## src/hdl/nmed_pkg.sv

```systemverilog
// ----------------------------------------------------------------------------
// Minimum-entropy distribution package
// Sizes, microcode word format and the sequencer program of the unit.
// ----------------------------------------------------------------------------
`timescale 1ns / 1ps
`default_nettype none

package nmed_pkg;

  localparam int MAX_CLASSES = 16;
  localparam int COUNT_BITS  = 16;

  localparam int IDX_W   = (MAX_CLASSES > 1) ? $clog2(MAX_CLASSES) : 1;
  localparam int CNT_W   = $clog2(MAX_CLASSES + 1);
  localparam int BOUND_W = COUNT_BITS + 1;
  localparam int TOTAL_W = COUNT_BITS + $clog2(MAX_CLASSES);
  localparam int WIDE_W  = TOTAL_W + 2;

  localparam int INDEX_OUT_W = 4;
  localparam int BOUND_OUT_W = 17;
  localparam int TOTAL_OUT_W = 20;

  localparam int UCODE_LEN = 8;
  localparam int PC_W      = 3;

  typedef enum logic [2:0] {
    OP_INIT,
    OP_LOWER,
    OP_MASS,
    OP_SCAN_INIT,
    OP_SCAN,
    OP_UPDATE,
    OP_EMIT_INIT,
    OP_EMIT
  } nmed_op_e;

  typedef enum logic [1:0] {
    J_NEXT,
    J_LOOP,
    J_MASS_ZERO,
    J_CONT
  } nmed_jmp_e;

  typedef struct packed {
    nmed_op_e         op;
    nmed_jmp_e        jmp;
    logic [PC_W-1:0]  target;
    logic             fin;
  } nmed_uword_t;

  localparam logic [PC_W-1:0] PC_INIT      = PC_W'(0);
  localparam logic [PC_W-1:0] PC_LOWER     = PC_W'(1);
  localparam logic [PC_W-1:0] PC_MASS      = PC_W'(2);
  localparam logic [PC_W-1:0] PC_SCAN_INIT = PC_W'(3);
  localparam logic [PC_W-1:0] PC_SCAN      = PC_W'(4);
  localparam logic [PC_W-1:0] PC_UPDATE    = PC_W'(5);
  localparam logic [PC_W-1:0] PC_EMIT_INIT = PC_W'(6);
  localparam logic [PC_W-1:0] PC_EMIT      = PC_W'(7);

  localparam nmed_uword_t UCODE [UCODE_LEN] = '{
    '{OP_INIT,      J_NEXT,      PC_INIT,      1'b0},
    '{OP_LOWER,     J_LOOP,      PC_LOWER,     1'b0},
    '{OP_MASS,      J_MASS_ZERO, PC_EMIT_INIT, 1'b0},
    '{OP_SCAN_INIT, J_NEXT,      PC_INIT,      1'b0},
    '{OP_SCAN,      J_LOOP,      PC_SCAN,      1'b0},
    '{OP_UPDATE,    J_CONT,      PC_SCAN_INIT, 1'b0},
    '{OP_EMIT_INIT, J_NEXT,      PC_INIT,      1'b0},
    '{OP_EMIT,      J_LOOP,      PC_EMIT,      1'b1}
  };

endpackage

`default_nettype wire

```

## src/hdl/npi_min_entropy_distribution_unit.sv

```systemverilog
// Loading: class words load at one per cycle while busy is low. After the final class word
// the unit computes the bounds and runs r greedy rounds (r <= n) for n classes, and the n
// result words then follow on consecutive cycles, one per class.
// Throughput: the argmax scan visits one class per cycle, and a new table is accepted only
// once busy is low again; the receiver cannot stall. An asynchronous active-low reset
// clears all state but the count and bound memories.
// ----------------------------------------------------------------------------
// Minimum-entropy distribution unit
// Loads class counts, computes NPI bounds and assigns the leftover mass greedily
// under the control of a small microprogram, then emits one numerator per class.
// ----------------------------------------------------------------------------
`timescale 1ns / 1ps
`default_nettype none

module npi_min_entropy_distribution_unit (
  input  wire logic                                 clk_i,
  input  wire logic                                 rst_ni,
  input  wire logic                                 start_i,
  output logic                                      busy_o,
  input  wire logic [nmed_pkg::COUNT_BITS-1:0]      class_count_i,
  input  wire logic                                 last_class_i,
  output logic                                      strobe_o,
  output logic [nmed_pkg::INDEX_OUT_W-1:0]          class_index_o,
  output logic [nmed_pkg::BOUND_OUT_W-1:0]          bound_count_o,
  output logic [nmed_pkg::TOTAL_OUT_W-1:0]          total_count_o,
  output logic                                      last_result_o,
  output logic                                      mass_error_o
);

  localparam int IDX_W   = nmed_pkg::IDX_W;
  localparam int CNT_W   = nmed_pkg::CNT_W;
  localparam int BOUND_W = nmed_pkg::BOUND_W;
  localparam int TOTAL_W = nmed_pkg::TOTAL_W;
  localparam int WIDE_W  = nmed_pkg::WIDE_W;
  localparam int PC_W    = nmed_pkg::PC_W;
  localparam int NCLS    = nmed_pkg::MAX_CLASSES;

  logic [nmed_pkg::COUNT_BITS-1:0] count_mem [NCLS];
  logic [BOUND_W-1:0]              bound_mem [NCLS];

  logic                 run_q;
  logic [PC_W-1:0]      pc_q, pc_d;
  logic [CNT_W-1:0]     n_q;
  logic [TOTAL_W-1:0]   total_q;
  logic [TOTAL_W-1:0]   lsum_q;
  logic [TOTAL_W-1:0]   mass_q;
  logic [NCLS-1:0]      open_q;
  logic                 err_q;
  logic [IDX_W-1:0]     idx_q;
  logic [IDX_W-1:0]     pick_q;
  logic [BOUND_W-1:0]   best_q;
  logic [BOUND_W-1:0]   best_hi_q;
  logic                 have_q;
  logic [CNT_W-1:0]     rounds_q;

  logic                 strobe_q;
  logic [nmed_pkg::INDEX_OUT_W-1:0] index_q;
  logic [nmed_pkg::BOUND_OUT_W-1:0] bound_out_q;
  logic [nmed_pkg::TOTAL_OUT_W-1:0] total_out_q;
  logic                 last_q;
  logic                 err_out_q;

  nmed_pkg::nmed_uword_t cw;
  logic                 accept;
  logic                 load_end;
  logic [nmed_pkg::COUNT_BITS-1:0] cnt_rd;
  logic [BOUND_W-1:0]   bnd_rd;
  logic [BOUND_W-1:0]   lo;
  logic [BOUND_W-1:0]   c_plus;
  logic [BOUND_W-1:0]   hi;
  logic [TOTAL_W-1:0]   mass_new;
  logic [BOUND_W-1:0]   span;
  logic                 span_lt;
  logic [TOTAL_W-1:0]   mass_after;
  logic                 last_idx;
  logic                 rounds_end;
  logic                 cont;
  logic                 take;
  logic                 finish;
  logic                 bnd_we;
  logic [IDX_W-1:0]     bnd_waddr;
  logic [BOUND_W-1:0]   bnd_wdata;

  assign cw       = nmed_pkg::UCODE[pc_q];
  assign accept   = start_i && !run_q;
  assign load_end = last_class_i || (n_q == CNT_W'(NCLS - 1));

  assign cnt_rd = count_mem[idx_q];
  assign bnd_rd = bound_mem[idx_q];
  assign lo     = (cnt_rd == '0) ? '0 : BOUND_W'(cnt_rd) - BOUND_W'(1);
  assign c_plus = BOUND_W'(cnt_rd) + BOUND_W'(1);
  assign hi     = (WIDE_W'(c_plus) > WIDE_W'(total_q)) ? BOUND_W'(total_q) : c_plus;

  assign mass_new   = (total_q > lsum_q) ? total_q - lsum_q : '0;
  assign span       = (best_hi_q > best_q) ? best_hi_q - best_q : '0;
  assign span_lt    = WIDE_W'(span) < WIDE_W'(mass_q);
  assign mass_after = TOTAL_W'(WIDE_W'(mass_q) - WIDE_W'(span));
  assign last_idx   = (CNT_W'(idx_q) + CNT_W'(1)) == n_q;
  assign rounds_end = (rounds_q + CNT_W'(1)) == n_q;
  assign cont       = have_q && span_lt && !rounds_end;

  always_comb begin
    unique case (cw.jmp)
      nmed_pkg::J_NEXT:      take = 1'b0;
      nmed_pkg::J_LOOP:      take = !last_idx;
      nmed_pkg::J_MASS_ZERO: take = (mass_new == '0);
      nmed_pkg::J_CONT:      take = cont;
      default:               take = 1'b0;
    endcase
  end

  assign pc_d   = take ? cw.target : pc_q + PC_W'(1);
  assign finish = run_q && cw.fin && !take;

  always_comb begin
    bnd_we    = 1'b0;
    bnd_waddr = idx_q;
    bnd_wdata = lo;
    if (run_q && (cw.op == nmed_pkg::OP_LOWER)) begin
      bnd_we = 1'b1;
    end else if (run_q && (cw.op == nmed_pkg::OP_UPDATE) && have_q) begin
      bnd_we    = 1'b1;
      bnd_waddr = pick_q;
      bnd_wdata = span_lt ? best_hi_q : BOUND_W'(WIDE_W'(best_q) + WIDE_W'(mass_q));
    end
  end

  always_ff @(posedge clk_i) begin
    if (accept) begin
      count_mem[n_q[IDX_W-1:0]] <= class_count_i;
    end
    if (bnd_we) begin
      bound_mem[bnd_waddr] <= bnd_wdata;
    end
  end

  always_ff @(posedge clk_i or negedge rst_ni) begin
    if (!rst_ni) begin
      run_q       <= 1'b0;
      pc_q        <= nmed_pkg::PC_INIT;
      n_q         <= '0;
      total_q     <= '0;
      lsum_q      <= '0;
      mass_q      <= '0;
      open_q      <= '1;
      err_q       <= 1'b0;
      idx_q       <= '0;
      pick_q      <= '0;
      best_q      <= '0;
      best_hi_q   <= '0;
      have_q      <= 1'b0;
      rounds_q    <= '0;
      strobe_q    <= 1'b0;
      index_q     <= '0;
      bound_out_q <= '0;
      total_out_q <= '0;
      last_q      <= 1'b0;
      err_out_q   <= 1'b0;
    end else begin
      strobe_q <= 1'b0;
      if (!run_q) begin
        if (accept) begin
          n_q     <= n_q + CNT_W'(1);
          total_q <= total_q + TOTAL_W'(class_count_i);
          if (load_end) begin
            run_q <= 1'b1;
            pc_q  <= nmed_pkg::PC_INIT;
          end
        end
      end else begin
        pc_q <= pc_d;
        case (cw.op)
          nmed_pkg::OP_INIT: begin
            idx_q  <= '0;
            lsum_q <= '0;
          end
          nmed_pkg::OP_LOWER: begin
            lsum_q <= lsum_q + TOTAL_W'(lo);
            idx_q  <= idx_q + IDX_W'(1);
          end
          nmed_pkg::OP_MASS: begin
            mass_q   <= mass_new;
            rounds_q <= '0;
          end
          nmed_pkg::OP_SCAN_INIT: begin
            idx_q  <= '0;
            have_q <= 1'b0;
          end
          nmed_pkg::OP_SCAN: begin
            if (open_q[idx_q] && (!have_q || (bnd_rd > best_q))) begin
              best_q    <= bnd_rd;
              best_hi_q <= hi;
              pick_q    <= idx_q;
              have_q    <= 1'b1;
            end
            idx_q <= idx_q + IDX_W'(1);
          end
          nmed_pkg::OP_UPDATE: begin
            if (!have_q) begin
              err_q <= 1'b1;
            end else if (span_lt) begin
              open_q[pick_q] <= 1'b0;
              mass_q         <= mass_after;
              rounds_q       <= rounds_q + CNT_W'(1);
              if (rounds_end && (mass_after != '0)) begin
                err_q <= 1'b1;
              end
            end else begin
              mass_q <= '0;
            end
          end
          nmed_pkg::OP_EMIT_INIT: begin
            idx_q <= '0;
          end
          nmed_pkg::OP_EMIT: begin
            strobe_q    <= 1'b1;
            index_q     <= nmed_pkg::INDEX_OUT_W'(idx_q);
            bound_out_q <= nmed_pkg::BOUND_OUT_W'(bnd_rd);
            total_out_q <= nmed_pkg::TOTAL_OUT_W'(total_q);
            last_q      <= last_idx;
            err_out_q   <= err_q;
            idx_q       <= idx_q + IDX_W'(1);
            if (finish) begin
              run_q   <= 1'b0;
              n_q     <= '0;
              total_q <= '0;
              mass_q  <= '0;
              open_q  <= '1;
              err_q   <= 1'b0;
            end
          end
          default: begin
            run_q <= 1'b0;
          end
        endcase
      end
    end
  end

  assign busy_o        = run_q;
  assign strobe_o      = strobe_q;
  assign class_index_o = index_q;
  assign bound_count_o = bound_out_q;
  assign total_count_o = total_out_q;
  assign last_result_o = last_q;
  assign mass_error_o  = err_out_q;

endmodule

`default_nettype wire

```

## config.mk

```make
export PLATFORM = sky130hd
export DESIGN_NAME = npi_min_entropy_distribution_unit
export DESIGN_NICKNAME = d
export VERILOG_FILES = /design/src/hdl/nmed_pkg.sv /design/src/hdl/npi_min_entropy_distribution_unit.sv
export SDC_FILE = /design/constraint.sdc
export NUM_CORES = 1
export LEC_CHECK = 0
export BUFFER_PORTS_ARGS = -buffer_cell sky130_fd_sc_hd__buf_4
export CAP_MARGIN = 20
export CORE_ASPECT_RATIO = 1.2
export CORE_MARGIN = 5
export CORE_UTILIZATION = 50
export DETAILED_ROUTE_END_ITERATION = 7
export PLACE_DENSITY = 0.68
export SETUP_SLACK_MARGIN = 0.5
export SYNTH_ARGS = -nofsm -noshare
export SYNTH_HDL_FRONTEND = slang
export SYNTH_SLANG_ARGS = --single-unit
export TNS_END_PERCENT = 20
```

## constraint.sdc

```tcl
create_clock -name clk_i -period 6.6 [get_ports clk_i]
set_input_delay 0.99 -clock clk_i [delete_from_list [all_inputs] [get_ports clk_i]]
set_output_delay 0.99 -clock clk_i [all_outputs]
set_load 0.02 [all_outputs]
```

-- Yosys cells after proc, flatten, opt, wreduce, memory -nomap -nowiden
Memory sizes are Yosys's and may differ from the RTL's.
Cells that the tools add are included.
- bits in registers: 178
- memory bits (writable): 528
- memory bits (read-only): 72
- bits of input ports: 20
- output and inout port bits: 45
- memories kept: 3
- $add $sub $neg: 13
- order comparisons: 9
- equal/unequal tests: 21
- multiplexer cells: 60
- bitwise operators: 3
- reduce and logical (&&, ||, !) cells: 44
- memories (name ; depth ; bits a word ; read ports ; clocked after memory_dff ; write ports ; line ; text):
    bound_mem ; 16 ; 17 ; 1 ; 0 ; 1 ; npi_min_entropy_distribution_unit.sv:39 ; logic [BOUND_W-1:0] bound_mem [NCLS];
    count_mem ; 16 ; 16 ; 1 ; 0 ; 1 ; npi_min_entropy_distribution_unit.sv:38 ; logic [nmed_pkg::COUNT_BITS-1:0] count_mem [NCLS];
    (name not given) ; 8 ; 9 ; 1 ; 0 ; 0 ; npi_min_entropy_distribution_unit.sv:84 ; assign cw = nmed_pkg::UCODE[pc_q];
- operator list (operator ; number):
    $mux 20 ; 7
    $mux 17 ; 6
    $pmux 20 s3 ; 1
    $mux 16 ; 3
    $pmux 20 s2 ; 1
    $gt 17x17->1 ; 2
    $pmux 16 s2 ; 1
    $mux 5 ; 6
    $add 20x16->20 ; 1
    $add 20x17->20 ; 1
    $gt 17x20->1 ; 1
    $gt 20x20->1 ; 1
    $logic_not 20->1 ; 1
    $lt 17x20->1 ; 1
    $mux 1 ; 20
    $reduce_bool 20->1 ; 1
    $sub 20x17->20 ; 1
    $sub 20x20->20 ; 1
    $mux 9 ; 2
    $add 16x1->17 const B ; 1
    $add 17x17->17 ; 1
    $sub 16x1->17 const B ; 1
    $sub 17x17->17 ; 1
    $and 16x16->16 ; 1
    41 further kinds ; 87

-- Logic depth before layout (Yosys ltp)
- depth in word-level cells: 11
- depth in mapped cells: 30
- mapped depth without buffers: 27

-- Worst setup path after synthesis
OpenSTA, ideal clock, no wires.
- path type: register to register
- start point: reg best_q[1]
- end point: mem bound_mem[0][10] in the netlist's numbering (data pin)
- setup time: 302 ps
- data arrival time: 5585 ps
- data required time: 6298 ps
- setup slack: 712 ps
- stages on the path, launching flop included: 26
- path buffers: 4
- clock period less this slack: 5888 ps
- cell sequence: dfrtp_1 > inv_1 > ha_1 > nor2b_1 > o21ai_0 > a21o_1 > a311o_1 > a21boi_1 > o2111ai_1 > a31oi_1 > a21o_1 > a21oi_1 > a21oi_1 > clkbuf_1 > nand2_1 > ha_1 > clkbuf_1 > nand4_1 > nor2_1 > nand2_1 > a2bb2oi_2 > a31oi_1 > clkbuf_1 > clkbuf_1 > nand2_1 > a31oi_1
- word-level cells in the longest chain between the ends: 6
- elaborated cells on any way between the ends: 8
- ends and longest elaborated chain (what ; line ; text):
    from (decl) ; npi_min_entropy_distribution_unit.sv:51 ; logic [BOUND_W-1:0] best_q;
    from (signal assigned) ; npi_min_entropy_distribution_unit.sv:191 ; best_q <= bnd_rd;
    $sub 17x17->17 / $gt 17x17->1 (equally long branches) ; npi_min_entropy_distribution_unit.sv:95 ; assign span = (best_hi_q > best_q) ? best_hi_q - best_q : '0;
    $mux 17 ; npi_min_entropy_distribution_unit.sv:95 ;
    $lt 17x20->1 ; npi_min_entropy_distribution_unit.sv:96 ; assign span_lt = WIDE_W'(span) < WIDE_W'(mass_q);
    $mux 17 * ; npi_min_entropy_distribution_unit.sv:124 ; bnd_wdata = span_lt ? best_hi_q : BOUND_W'(WIDE_W'(best_q) + WIDE_W'(mass_q));
    $mux 17 * ; npi_min_entropy_distribution_unit.sv:121 ; end else if (run_q && (cw.op == nmed_pkg::OP_UPDATE) && have_q) begin
    $mux 17 * ; npi_min_entropy_distribution_unit.sv:119 ; if (run_q && (cw.op == nmed_pkg::OP_LOWER)) begin
    via bnd_wdata[10] ; npi_min_entropy_distribution_unit.sv:82 ; logic [BOUND_W-1:0] bnd_wdata;
    to (decl) ; npi_min_entropy_distribution_unit.sv:39 ;
Mark *: on every way through the listed nets, which the timed path passes. The rest lies on a longest branch.

-- Final worst setup path
- start point: reg idx_q[0]
- end point: reg lsum_q[16]
- word-level cells in the longest chain between the ends: 5
- elaborated cells on any way between the ends: 6
- ends and longest elaborated chain (what ; line ; text):
    from (decl) ; npi_min_entropy_distribution_unit.sv:49 ; logic [IDX_W-1:0] idx_q;
    from (signal assigned) ; npi_min_entropy_distribution_unit.sv:179 ; idx_q <= idx_q + IDX_W'(1);
    from (signal assigned) ; npi_min_entropy_distribution_unit.sv:196 ; idx_q <= idx_q + IDX_W'(1);
    from (signal assigned) ; npi_min_entropy_distribution_unit.sv:222 ; idx_q <= idx_q + IDX_W'(1);
    $mem_v2 16x16 * ; -- ;
    $sub 16x1->17 / $logic_not 16->1 (equally long branches) ; npi_min_entropy_distribution_unit.sv:90 ; assign lo = (cnt_rd == '0) ? '0 : BOUND_W'(cnt_rd) - BOUND_W'(1);
    $mux 17 * ; npi_min_entropy_distribution_unit.sv:90 ;
    $add 20x17->20 * ; npi_min_entropy_distribution_unit.sv:178 ; lsum_q <= lsum_q + TOTAL_W'(lo);
    $pmux 20 s2 * ; npi_min_entropy_distribution_unit.sv:172 ; case (cw.op)
    to (signal assigned) ; npi_min_entropy_distribution_unit.sv:178 ;
    to (decl) ; npi_min_entropy_distribution_unit.sv:45 ; logic [TOTAL_W-1:0] lsum_q;
Every way passes the cells marked *; elsewhere a longest branch is shown, timed or not.
A chain may end at the register's enable or synchronous reset.

==> impl_results.md <==
* Outcome: finished clean
* DRT Pass-1 Iters at 5
* Worst hold-check path type: in2async
* Share of cells above drive strength 1 at 15.6%
* First-pass GRT wire length at 146 mm
* ANT nets after route at 0
* Net Sw Power at 8.94 mW
* Headroom to the max-slew limit at 22.6%
* # fillers at 5526
* Pre-CTS setup slack at 0.106 ns
* Syn nets at 2922
* Crit path capture type: flop
* Starting density of the core at 50.3%
* Count of flip-flops with a built-in enable after synthesis at 528
* Clock Path Buffers at 3
* Die X at 252 um
* Worst reg2reg path endpoint: lsum_q[16]$_DFFE_PN0P_
* Synth Flop Type: edfxtp_1
* Total number of vias at 23700
* Drt wl/cell at 25.5 um
* Initial antenna violation count at 0
* Total Wirelength at 97.3 mm
* Area grow syn2layout at 13.5%
* Reg power frac at 30.2%
* Worst-Margin Slew at 1.16 ns
* Worst Path Max Fanout at 10
* Layout Nets at 3022
* Max-Cap Viols at 0
* Dpl hpwl at 66.1 mm
* H-tree Lvls at 3
* Gr ovfl total at 0
* Startpoint Class: flop
* Required @ worst endpoint at 7.12 ns
* Period utilization at 90.1%
* Power density over cell area at 537 nW/um^2
* Synth warn at 0
* Residual DRC at 0
* Clock root cell: clkbuf_16
* GRT Total Usage at 25.3%
* First DRT Iteration DRCs at 2019
* Routed vias/inst at 6.19
* Flop and latch count out of synthesis at 706
* CTS tree: done
* R2R Path Start: idx_q[0]$_DFFE_PN0P_
* Top-Level Pins at 65
* Pint at 12.4 mW
* Clk slew on worst S/H paths at 0.06 ns
* Final hold viol count at 0
* Die area at 75500 um^2
* Setup TNS at 0 ns
* Worst-Skew Late Latency at 0.65 ns
* DIE HEIGHT at 300 um
* Synth Cell Area at 35000 um^2
* Core area at 69600 um^2
* RSZ-0062 raised after global routing: true
* Period minus WS final at 5.95 ns
* CTS hold repair buffers at 0
* VDD IR max at 0.377 mV
* Sequential Area at 20300 um^2
* Static Leak at 14.7 nW
* Port Buf Inserts at 64
* Vias in the first global route at 23700
* Average size of a mapped cell at 12.8 um^2
* Critical Path AT at 6.47 ns
* Max Slew Vio Count at 0
* Cell count after synthesis at 2743
* Final WS setup at 0.653 ns
* Sink Count at 706
* CP Class: reg2reg
* Clock power share at 20.3%
* Worst R2R Path Depth at 21
* Area of the multi-input gates at 14000 um^2
* Final setup fails at 0
* Total power at 21.4 mW
* Flop2flop setup slack at 0.65 ns
* Worst Skew at 0.0334 ns
* Num rows at 106
* GP Congestion at 0.936
* Sw frac at 41.8%
* FMAX at 0.168 GHz
* Worst setup path start: idx_q[0]$_DFFE_PN0P_
* Seq/Total Area, Yosys at 58.0%
* Largest net degree at the start of global routing at 156
* Fraction of registers with async set/reset at 25.2%
* Power share of the combinational group at 49.6%
* Netlist cell types at 88
* Inserted Clock Buffers at 72
[timing repair]
action                                  4_1_cts  5_1_grt
endpoints found under the setup margin      208      370
pin swaps                                     1       13
gates cloned                                  0        1
buffers inserted                              1       19
gates resized for setup                       4       55
[layout make-up]
cell class              count  share of cell area (%)
diodes                      1                 0.00629
clock buffers              83                    4.73
clock inverters            50                    1.65
inverters                 104                   0.981
multi-input cells        1805                    35.2
flip-flops and latches    706                    51.1
well taps                 918                    2.89
repair buffers            154                    3.38
[logic make-up (layout without fill, tap and decap cells)]
family                   count (synthesis)  in the layout  share of synthesized area [%]
flip-flops                             706            706                           58.0
XOR/XNOR                               110            110                           2.75
multiplexers                           231            231                           9.48
AND/OR/NAND/NOR                        651            651                           8.84
other                                    1              2                         0.0107
buffers and inverters                  232            391                           2.84
AO/OA/AOI/OAI                          653            653                           12.3
adder cells (fa/ha/maj)                159            159                           5.80
[worst max-delay path by stage]
stage                     depth (start not counted)                          to  slack [ns]
after detailed placement                         26           err_q$_DFFE_PN0P_        0.11
after CTS                                        26           err_q$_DFFE_PN0P_        0.26
after floorplan                                  25  bound_mem[0][10]$_DFFE_PP_        0.71
after global placement                           26           err_q$_DFFE_PN0P_        0.12
final                                            21      lsum_q[16]$_DFFE_PN0P_        0.65
after global routing                             21      lsum_q[16]$_DFFE_PN0P_        0.38
[routing by layer]
| metal | routed length [um] | global-route usage [%] |
|---|---|---|
| met5 | 0 | 0 |
| met4 | 4140 | 10.4 |
| met3 | 6180 | 3.66 |
| met2 | 48100 | 42.7 |
| met1 | 38900 | 33.2 |
[metrics by stage]
stage	instances	hold WS [ns]	cell area, um^2	util (%)
after global placement	3660	0.467	36700	52.7
final	3821	0.208	39800	57.1
after CTS	3796	0.192	39300	56.4
after detailed placement	3662	0.474	36700	52.8
after global routing	3820	0.209	39800	57.1
after floorplan	2743	0.471	35000	-
[power groups by stage]
| stage | logic (mW) | clock network, mW | registers (mW) |
|---|---|---|---|
| detailed placement | 9.98 | 0 | 6.54 |
| global route | 11.5 | 4.57 | 6.49 |
| CTS | 10.1 | 4.38 | 6.45 |
| finish | 10.6 | 4.33 | 6.45 |
| global placement | 9.79 | 0 | 6.52 |
| floorplan | 7.05 | 0 | 6.33 |
[cells in the mapped netlist, drive strengths merged (29+ instances only)]
cell / instances / area, um^2
a22oi: 33 / 248
a31oi: 34 / 213
dfrtp: 162 / 4050
ha: 153 / 1910
mux4: 80 / 1800
a21oi: 111 / 556
nor2: 174 / 656
o21ai: 188 / 941
xnor2: 60 / 526
nor3: 30 / 161
a21o: 31 / 233
buf: 49 / 308
edfxtp: 528 / 15900
nand4: 29 / 181
mux2i: 143 / 1430
and2: 31 / 194
xor2: 50 / 438
nand3: 40 / 200
nand2: 227 / 855
o22ai: 31 / 194
inv: 102 / 383
clkbuf: 79 / 297
a221oi: 60 / 526
[flip-flops by register name, summed over array words and instances, names as in the netlist, 20 cells and up]
signal / count
total_count_o: 20
bound_mem: 272
mass_q: 20
total_q: 20
lsum_q: 20
count_mem: 256
[worst max-delay path, cell delays in order (launching register included)]
cell and delay (ns):
dfrtp_4 0.54, buf_4 0.20, mux4_2 0.50, mux4_2 0.59
or2_1 0.33, nor4_4 0.26, nand2_1 0.09, nor2_1 0.22
nor2_1 0.10, ha_1 0.22, fa_1 0.41, a21o_1 0.18
a21o_1 0.21, a2111oi_1 0.58, o41a_1 0.31, o21bai_1 0.08
a21oi_1 0.27, o21ai_0 0.18, a31oi_1 0.24, xnor2_1 0.14
nand3_1 0.08, o21ai_0 0.09
[cells in the final DEF (no fill, tap or decap), drive strengths merged, types with 40 or more instances in the layout]
cell type	count
edfxtp	528
nand2	227
o21ai	188
nor2	174
dfrtp	162
ha	153
buf	152
mux2i	143
a21oi	111
inv	103
clkbuf	85
mux4	80
xnor2	60
a221oi	60
xor2	50
nand3	40
Power figures use the tool's default switching activity.
